File: src/sv/assert_macros.svh
`ifndef ASSERT_MACROS_SVH
`define ASSERT_MACROS_SVH

// Checks a property on every rising edge outside reset.
`define ASSERT_ALWAYS(label, prop, msg) \
    label: assert property (@(posedge clk) disable iff (!rst_n) (prop)) else $error(msg);

// Checks that a condition in one cycle implies another in the next.
`define ASSERT_NEXT(label, cond, expect_next, msg) \
    label: assert property (@(posedge clk) disable iff (!rst_n) \
        (cond) |=> (expect_next)) else $error(msg);

`endif

File: src/sv/dfs_pkg.sv
package dfs_pkg;

    localparam int BYTE_W     = 8;
    localparam int MASK_W     = 64;
    localparam int MASK_IDX_W = 6;
    localparam int CFG_IDX_W  = 2;

    localparam logic [BYTE_W-1:0] NEWLINE_BYTE = 8'd10;

    localparam logic [CFG_IDX_W-1:0] REG_IN_DELIM   = 2'd0;
    localparam logic [CFG_IDX_W-1:0] REG_OUT_DELIM  = 2'd1;
    localparam logic [CFG_IDX_W-1:0] REG_FIELD_MASK = 2'd2;

    localparam logic [BYTE_W-1:0] IN_DELIM_RST   = 8'd9;
    localparam logic [BYTE_W-1:0] OUT_DELIM_RST  = 8'd9;
    localparam logic [MASK_W-1:0] FIELD_MASK_RST = 64'd1;

    localparam int KIND_W = 2;
    localparam logic [KIND_W-1:0] KIND_NEWLINE = 2'd0;
    localparam logic [KIND_W-1:0] KIND_DELIM   = 2'd1;
    localparam logic [KIND_W-1:0] KIND_DATA    = 2'd2;

    localparam int QUEUE_DEPTH = 4;
    localparam int QPTR_W      = 2;
    localparam int QCNT_W      = 3;

    typedef struct packed {
        logic [KIND_W-1:0] kind;
        logic [BYTE_W-1:0] data;
    } dfs_entry_t;

endpackage

File: src/sv/dfs_front.sv
`include "assert_macros.svh"

module dfs_front
    import dfs_pkg::*;
#(
    parameter int MAX_FIELDS = 64
)
(
    input  logic              clk,
    input  logic              rst_n,
    input  logic              accept,
    input  logic [BYTE_W-1:0] in_byte,
    input  logic [BYTE_W-1:0] in_delim,
    input  logic [MASK_W-1:0] field_mask,
    output logic              emit,
    output dfs_entry_t        entry
);

    localparam int IDX_W = $clog2(MAX_FIELDS + 2);
    localparam logic [IDX_W-1:0] IDX_ONE  = IDX_W'(1);
    localparam logic [IDX_W-1:0] IDX_LAST = IDX_W'(MAX_FIELDS);
    localparam logic [IDX_W-1:0] IDX_SAT  = IDX_W'(MAX_FIELDS + 1);

    logic [IDX_W-1:0] fi_reg;
    logic [IDX_W-1:0] fi_next;
    logic             seen_reg;
    logic             seen_next;

    logic             is_nl;
    logic             is_delim;
    logic [IDX_W-1:0] fi_adv;
    logic             sel_cur;
    logic             sel_adv;
    logic             seen_new;

    assign is_nl    = (in_byte == NEWLINE_BYTE);
    assign is_delim = !is_nl && (in_byte == in_delim);
    assign fi_adv   = (fi_reg < IDX_SAT) ? fi_reg + IDX_ONE : fi_reg;
    assign sel_cur  = (fi_reg <= IDX_LAST) && field_mask[MASK_IDX_W'(fi_reg - IDX_ONE)];
    assign sel_adv  = (fi_adv <= IDX_LAST) && field_mask[MASK_IDX_W'(fi_adv - IDX_ONE)];
    assign seen_new = seen_reg || sel_cur;

    always_comb
    begin
        fi_next    = fi_reg;
        seen_next  = seen_reg;
        emit       = 1'b0;
        entry.data = in_byte;
        entry.kind = KIND_DATA;
        if (accept)
        begin
            if (is_nl)
            begin
                fi_next    = IDX_ONE;
                seen_next  = 1'b0;
                emit       = 1'b1;
                entry.kind = KIND_NEWLINE;
            end
            else if (is_delim)
            begin
                fi_next    = fi_adv;
                seen_next  = seen_new;
                emit       = seen_new && sel_adv;
                entry.kind = KIND_DELIM;
            end
            else
            begin
                emit = sel_cur;
            end
        end
    end

    always_ff @(posedge clk or negedge rst_n)
    begin
        if (!rst_n)
        begin
            fi_reg   <= IDX_ONE;
            seen_reg <= 1'b0;
        end
        else
        begin
            fi_reg   <= fi_next;
            seen_reg <= seen_next;
        end
    end

    `ASSERT_ALWAYS(a_fi_range, (fi_reg >= IDX_ONE) && (fi_reg <= IDX_SAT), "field index out of range")
    `ASSERT_NEXT(a_nl_restart, accept && is_nl, (fi_reg == IDX_ONE) && !seen_reg, "newline did not restart line")

endmodule

File: src/sv/dfs_queue.sv
`include "assert_macros.svh"

module dfs_queue
    import dfs_pkg::*;
(
    input  logic       clk,
    input  logic       rst_n,
    input  logic       wr_en,
    input  dfs_entry_t wr_entry,
    input  logic       rd_en,
    output dfs_entry_t rd_entry,
    output logic       full,
    output logic       not_empty
);

    localparam logic [QCNT_W-1:0] CNT_FULL = QCNT_W'(QUEUE_DEPTH);
    localparam logic [QCNT_W-1:0] CNT_ONE  = QCNT_W'(1);
    localparam logic [QPTR_W-1:0] PTR_ONE  = QPTR_W'(1);

    dfs_entry_t        mem_reg [QUEUE_DEPTH];
    logic [QPTR_W-1:0] wr_ptr_reg;
    logic [QPTR_W-1:0] wr_ptr_next;
    logic [QPTR_W-1:0] rd_ptr_reg;
    logic [QPTR_W-1:0] rd_ptr_next;
    logic [QCNT_W-1:0] cnt_reg;
    logic [QCNT_W-1:0] cnt_next;

    assign full      = (cnt_reg == CNT_FULL);
    assign not_empty = (cnt_reg != '0);
    assign rd_entry  = mem_reg[rd_ptr_reg];

    always_comb
    begin
        wr_ptr_next = wr_en ? wr_ptr_reg + PTR_ONE : wr_ptr_reg;
        rd_ptr_next = rd_en ? rd_ptr_reg + PTR_ONE : rd_ptr_reg;
        cnt_next    = cnt_reg;
        if (wr_en && !rd_en)
        begin
            cnt_next = cnt_reg + CNT_ONE;
        end
        else if (!wr_en && rd_en)
        begin
            cnt_next = cnt_reg - CNT_ONE;
        end
    end

    always_ff @(posedge clk)
    begin
        if (wr_en)
        begin
            mem_reg[wr_ptr_reg] <= wr_entry;
        end
    end

    always_ff @(posedge clk or negedge rst_n)
    begin
        if (!rst_n)
        begin
            wr_ptr_reg <= '0;
            rd_ptr_reg <= '0;
            cnt_reg    <= '0;
        end
        else
        begin
            wr_ptr_reg <= wr_ptr_next;
            rd_ptr_reg <= rd_ptr_next;
            cnt_reg    <= cnt_next;
        end
    end

    `ASSERT_ALWAYS(a_no_overflow, !(wr_en && full), "write into full queue")
    `ASSERT_ALWAYS(a_no_underflow, !(rd_en && !not_empty), "read from empty queue")
    `ASSERT_ALWAYS(a_cnt_ptrs, QPTR_W'(cnt_reg) == QPTR_W'(wr_ptr_reg - rd_ptr_reg), "count and pointers disagree")

endmodule

File: src/sv/dfs_back.sv
`include "assert_macros.svh"

module dfs_back
    import dfs_pkg::*;
(
    input  logic              clk,
    input  logic              rst_n,
    input  logic              q_not_empty,
    input  dfs_entry_t        q_entry,
    output logic              q_rd,
    input  logic [BYTE_W-1:0] out_delim,
    input  logic              pop,
    output logic              empty,
    output logic [BYTE_W-1:0] out_byte
);

    logic              valid_reg;
    logic              valid_next;
    logic [BYTE_W-1:0] byte_reg;
    logic [BYTE_W-1:0] byte_next;
    logic              xfer;

    assign xfer  = pop && valid_reg;
    assign q_rd  = q_not_empty && (!valid_reg || xfer);
    assign empty = !valid_reg;
    assign out_byte = byte_reg;

    always_comb
    begin
        valid_next = valid_reg;
        byte_next  = byte_reg;
        if (q_rd)
        begin
            valid_next = 1'b1;
            case (q_entry.kind)
                KIND_NEWLINE: byte_next = NEWLINE_BYTE;
                KIND_DELIM:   byte_next = out_delim;
                KIND_DATA:    byte_next = q_entry.data;
                default:      byte_next = q_entry.data;
            endcase
        end
        else if (xfer)
        begin
            valid_next = 1'b0;
        end
    end

    always_ff @(posedge clk)
    begin
        byte_reg <= byte_next;
    end

    always_ff @(posedge clk or negedge rst_n)
    begin
        if (!rst_n)
        begin
            valid_reg <= 1'b0;
        end
        else
        begin
            valid_reg <= valid_next;
        end
    end

    `ASSERT_NEXT(a_load_valid, q_rd, valid_reg, "loaded result not presented")
    `ASSERT_ALWAYS(a_q_rd_room, !(q_rd && valid_reg && !pop), "queue read with output occupied")

endmodule

File: src/sv/delimited_field_selector_core.sv
// A selected byte accepted on the input is written into the queue, then loaded into the output register on out_byte.
// Throughput: one byte per cycle while the queue is not full; the field counter and mask test are combinational.
// A four-entry queue and one output register let input and output stall independently.
// Reset (rst_n low, async): queue and output empty, field 1, in/out delimiter 9, mask 1.
module delimited_field_selector_core
    import dfs_pkg::*;
#(
    parameter int MAX_FIELDS = 64
)
(
    input  logic                 clk,
    input  logic                 rst_n,
    input  logic                 cfg_wr_en,
    input  logic [CFG_IDX_W-1:0] cfg_index,
    input  logic [MASK_W-1:0]    cfg_data,
    input  logic                 push,
    output logic                 full,
    input  logic [BYTE_W-1:0]    in_byte,
    output logic                 empty,
    input  logic                 pop,
    output logic [BYTE_W-1:0]    out_byte
);

    logic [BYTE_W-1:0] in_delim_reg;
    logic [BYTE_W-1:0] out_delim_reg;
    logic [MASK_W-1:0] field_mask_reg;

    logic       accept;
    logic       emit;
    dfs_entry_t f_entry;
    dfs_entry_t q_entry;
    logic       q_rd;
    logic       q_full;
    logic       q_not_empty;

    assign full   = q_full;
    assign accept = push && !q_full;

    always_ff @(posedge clk or negedge rst_n)
    begin
        if (!rst_n)
        begin
            in_delim_reg   <= IN_DELIM_RST;
            out_delim_reg  <= OUT_DELIM_RST;
            field_mask_reg <= FIELD_MASK_RST;
        end
        else if (cfg_wr_en)
        begin
            case (cfg_index)
                REG_IN_DELIM:   in_delim_reg   <= cfg_data[BYTE_W-1:0];
                REG_OUT_DELIM:  out_delim_reg  <= cfg_data[BYTE_W-1:0];
                REG_FIELD_MASK: field_mask_reg <= cfg_data;
                default:        ;
            endcase
        end
    end

    dfs_front #(
        .MAX_FIELDS (MAX_FIELDS)
    ) u_front (
        .clk        (clk),
        .rst_n      (rst_n),
        .accept     (accept),
        .in_byte    (in_byte),
        .in_delim   (in_delim_reg),
        .field_mask (field_mask_reg),
        .emit       (emit),
        .entry      (f_entry)
    );

    dfs_queue u_queue (
        .clk       (clk),
        .rst_n     (rst_n),
        .wr_en     (emit),
        .wr_entry  (f_entry),
        .rd_en     (q_rd),
        .rd_entry  (q_entry),
        .full      (q_full),
        .not_empty (q_not_empty)
    );

    dfs_back u_back (
        .clk         (clk),
        .rst_n       (rst_n),
        .q_not_empty (q_not_empty),
        .q_entry     (q_entry),
        .q_rd        (q_rd),
        .out_delim   (out_delim_reg),
        .pop         (pop),
        .empty       (empty),
        .out_byte    (out_byte)
    );

endmodule

File: config.mk
export PLATFORM = sky130hd
export DESIGN_NAME = delimited_field_selector_core
export DESIGN_NICKNAME = d
export VERILOG_FILES = /design/src/sv/dfs_pkg.sv /design/src/sv/dfs_front.sv /design/src/sv/dfs_queue.sv /design/src/sv/dfs_back.sv /design/src/sv/delimited_field_selector_core.sv
export VERILOG_INCLUDE_DIRS = /design/src /design/src/sv
export SDC_FILE = /design/constraint.sdc
export NUM_CORES = 1
export LEC_CHECK = 0
export BUFFER_PORTS_ARGS = -buffer_cell sky130_fd_sc_hd__buf_2
export CAP_MARGIN = 40
export CORE_AREA = 2 2 133 135
export CTS_BUF_LIST = sky130_fd_sc_hd__clkbuf_8
export DETAILED_ROUTE_END_ITERATION = 6
export DIE_AREA = 0 0 135 137
export GPL_ROUTABILITY_DRIVEN = 0
export PLACE_DENSITY = 0.71
export SLEW_MARGIN = 10
export SYNTH_ARGS = -nofsm -noshare
export SYNTH_HDL_FRONTEND = slang
export SYNTH_SLANG_ARGS = --single-unit
File: constraint.sdc
create_clock -name clk -period 9.7 [get_ports clk]
set_input_delay 0.97 -clock clk [delete_from_list [all_inputs] [get_ports clk]]
set_output_delay 0.97 -clock clk [all_outputs]
set_load 0.03 [all_outputs]
==> impl_metrics.py <==
metrics = {
    "outcome": {
        "status": "finished, final reports clean",
    },
    "yosys": {
        "syn_inst": 571,
        "synth_top_cell_by_area": "dfrtp_1",
        "synth_compound_area_share_pct": 9.90,
        "synthesis.nets": 659,
        "ys_warn_count": 0,
        "muxShareOfSynthArea_pct": 23.1,
        "avgSynthCellArea_um2": 13.2,
        "ys.flop_type": "dfrtp_1",
        "synth-simple-area-share_pct": 8.72,
        "async_flop_share_pct": 66.7,
        "synth-seq-cells": 144,
        "synth.top_cell.area_share_pct": 29.8,
        "synth_top_family_by_area": "multiplexers",
        "synth.distinct_cells": 78,
        "synthAdderAreaFrac_pct": 1.59,
        "ys_seq_area_share_pct": 51.0,
        "synth_area_um2": 7550,
        "yosys-top-cells-area": "dfrtp_1 30%, edfxtp_1 19%, mux2_2 12%",
        "synth_edf_count": 48,
        "synth_xor_area_share_pct": 3.22,
    },
    "drt": {
        "drc_errors": 0,
        "drt-initial-drc-count": 367,
        "firstDrtPassIters": 5,
        "vias": 5158,
        "drtAntennaViolNets": 0,
        "wl_per_cell_um": 18.9,
        "wl_mm": 16.8,
        "vias_per_cell": 5.78,
    },
    "clock_network": {
        "clkTransAtPathRegs_ns": 0.09,
        "post_cts_buffers": 0,
        "cts_tree": "done",
        "clock_sinks": 144,
        "clockBufferDepth": 2,
        "postCtsResizedCells": 0,
        "root_buffer": "clkbuf_8",
        "cts_buffers": 17,
        "cts_hold_buf": 0,
        "clk-insertion-delay-late_ns": 0.46,
        "htree_levels": 4,
    },
    "floorplanning": {
        "die_h_um": 137,
        "initial_core_util_pct": 44.2,
        "boundaryPins": 89,
        "die_w_um": 135,
        "die_area_um2": 18500,
        "rows": 48,
        "coreArea_um2": 17100,
    },
    "worst_setup_path": {
        "cp_max_fo": 32,
        "critical_path_class": "register to register",
        "r2r_cells": 16,
        "cp.arrival_ns": 6.07,
        "end_kind": "register",
        "cp-start-kind": "register",
        "worstPathRequired_ns": 10.08,
    },
    "timing": {
        "setup_viol": 0,
        "finalCritPeriodShare_pct": 58.7,
        "maxSlewViolCount": 0,
        "relSlewSlack_pct": 43.8,
        "max_freq_ghz": 0.176,
        "fin_skew_ns": 0.0125,
        "hold_viol_final": 0,
        "worstMarginPinSlew_ns": 0.840,
        "tns_ns": 0,
        "rsz0062_at_grt": "no",
        "period_minus_slack_ns": 5.69,
    },
    "power": {
        "p_leak_nw": 3.47,
        "ir_drop_mv": 0.184,
        "p_per_area_nw_per_um2": 267,
    },
    "final_layout": {
        "finalNonFillerCells": 892,
        "finalNetCount": 742,
        "largest_reg_flops": 64,
        "area_growth_pct": 13.6,
        "layout_commonest_cell": "dfrtp_1",
        "antenna_cells": 0,
        "multiInputGateArea_um2": 3510,
        "fillers": 1513,
        "mostFrequentLayoutCells": "90 x dfrtp_1, 88 x buf_2, 83 x mux2_2",
        "seqCellArea_um2": 3850,
        "drive_gt1_share_pct": 38.8,
    },
    "grt": {
        "grt_start_max_net_pins": 65,
        "grt_pass1_wl_mm": 27.8,
        "grtUsageTotal_pct": 19.5,
        "grt_pass1_vias": 5358,
        "antenna_found_initial": 0,
        "grt_remaining_overflow": 0,
    },
    "placed_design": {
        "dp.cells": 860,
        "dp_hpwl_mm": 12.2,
        "io_buffers": 88,
    },
    "hold_path": {
        "hold_class": "input port to async pin",
    },
    "flow_run": {
        "maxCapViolCount": 0,
    },
}
## layout make-up
| cell class | count | area share [%] |
|---|---|---|
| clock inverters | 15 | 1.75 |
| flip-flops and latches | 144 | 44.9 |
| multi-input cells | 385 | 41.0 |
| well taps | 225 | 3.28 |
| repair buffers | 94 | 5.79 |
| inverters | 12 | 0.525 |
| clock buffers | 17 | 2.73 |
## power breakdown
group	internal, mW	switching, mW	total [mW]
sequential	0.774	0.126	0.899
combinational	0.448	0.474	0.922
clock	0.211	0.255	0.466
total	1.43	0.855	2.29
## cells in the mapped netlist, types with 4 or more instances
cell type / number
a21oi_1: 17
a22o_1: 8
a32oi_1: 6
and2_1: 4
buf_2: 4
clkbuf_1: 20
dfrtp_1: 90
dfstp_2: 6
edfxtp_1: 48
ha_1: 8
inv_1: 11
mux2_2: 83
mux2i_1: 20
mux4_2: 26
nand2_1: 37
nand2b_1: 8
nand3_1: 5
nor2_1: 21
nor2b_1: 11
nor3_1: 5
nor3b_1: 4
o21ai_0: 16
xnor2_1: 19
xor2_1: 5
## per-layer routing
layer / global-route usage [%] / routed length (µm) / vias up
met5: 0 / 0 / -
met4: 6.83 / 405 / 0
li1: - / - / 2345
met3: 4.96 / 1030 / 40
met1: 25.6 / 7270 / 2563
met2: 31.6 / 8130 / 210
## metrics by stage
step	instance area (µm²)	hold slack [ns]	utilization (%)	power (mW)	setup slack [ns]
after global placement	8150	0.472	47.8	1.78	3.90
after floorplan	7550	0.456	-	1.59	5.15
after detailed placement	8190	0.489	48.0	1.83	4.06
final	8570	0.470	50.3	2.29	4.01
after global routing	8570	0.494	50.3	2.42	3.54
after CTS	8570	0.469	50.3	2.30	4.04
## critical path: stages, from the launching register on
cell,delay (ns)
dfstp_2,1.09
inv_1,0.26
ha_1,0.72
nand2b_1,0.21
o21ai_4,0.70
nor3_1,0.17
nor4_1,0.31
o22ai_1,0.12
a221oi_1,0.37
a211oi_2,0.12
nor4_4,0.40
ha_1,0.26
inv_1,0.06
fa_1,0.37
xor2_1,0.17
nor2_1,0.11
xor2_1,0.15
## cells by family after synthesis
logic type,Yosys count
AOI/OAI and AO/OA,99
xor gates and xnor gates,26
adders and majority gates,9
buffers and inverters,42
DFF,144
muxes,131
and+or+nand+nor,120
## final timing paths
check / start / slack, ns / to
min in group clk: u_queue.cnt_reg[2]$_DFFE_PN0P_ / 0.50 / u_queue.cnt_reg[2]$_DFFE_PN0P_
max reg2reg: u_front.fi_reg[0]$_DFFE_PN1P_ / 4.01 / u_queue.cnt_reg[2]$_DFFE_PN0P_
min: rst_n / 0.47 / field_mask_reg[38]$_DFFE_PN0P_
max: u_front.fi_reg[0]$_DFFE_PN1P_ / 4.01 / u_queue.cnt_reg[2]$_DFFE_PN0P_
max in group asynchronous: rst_n / 8.10 / field_mask_reg[3]$_DFFE_PN0P_
min reg2reg: u_queue.cnt_reg[2]$_DFFE_PN0P_ / 0.50 / u_queue.cnt_reg[2]$_DFFE_PN0P_
Power figures use the tool's default switching activity.
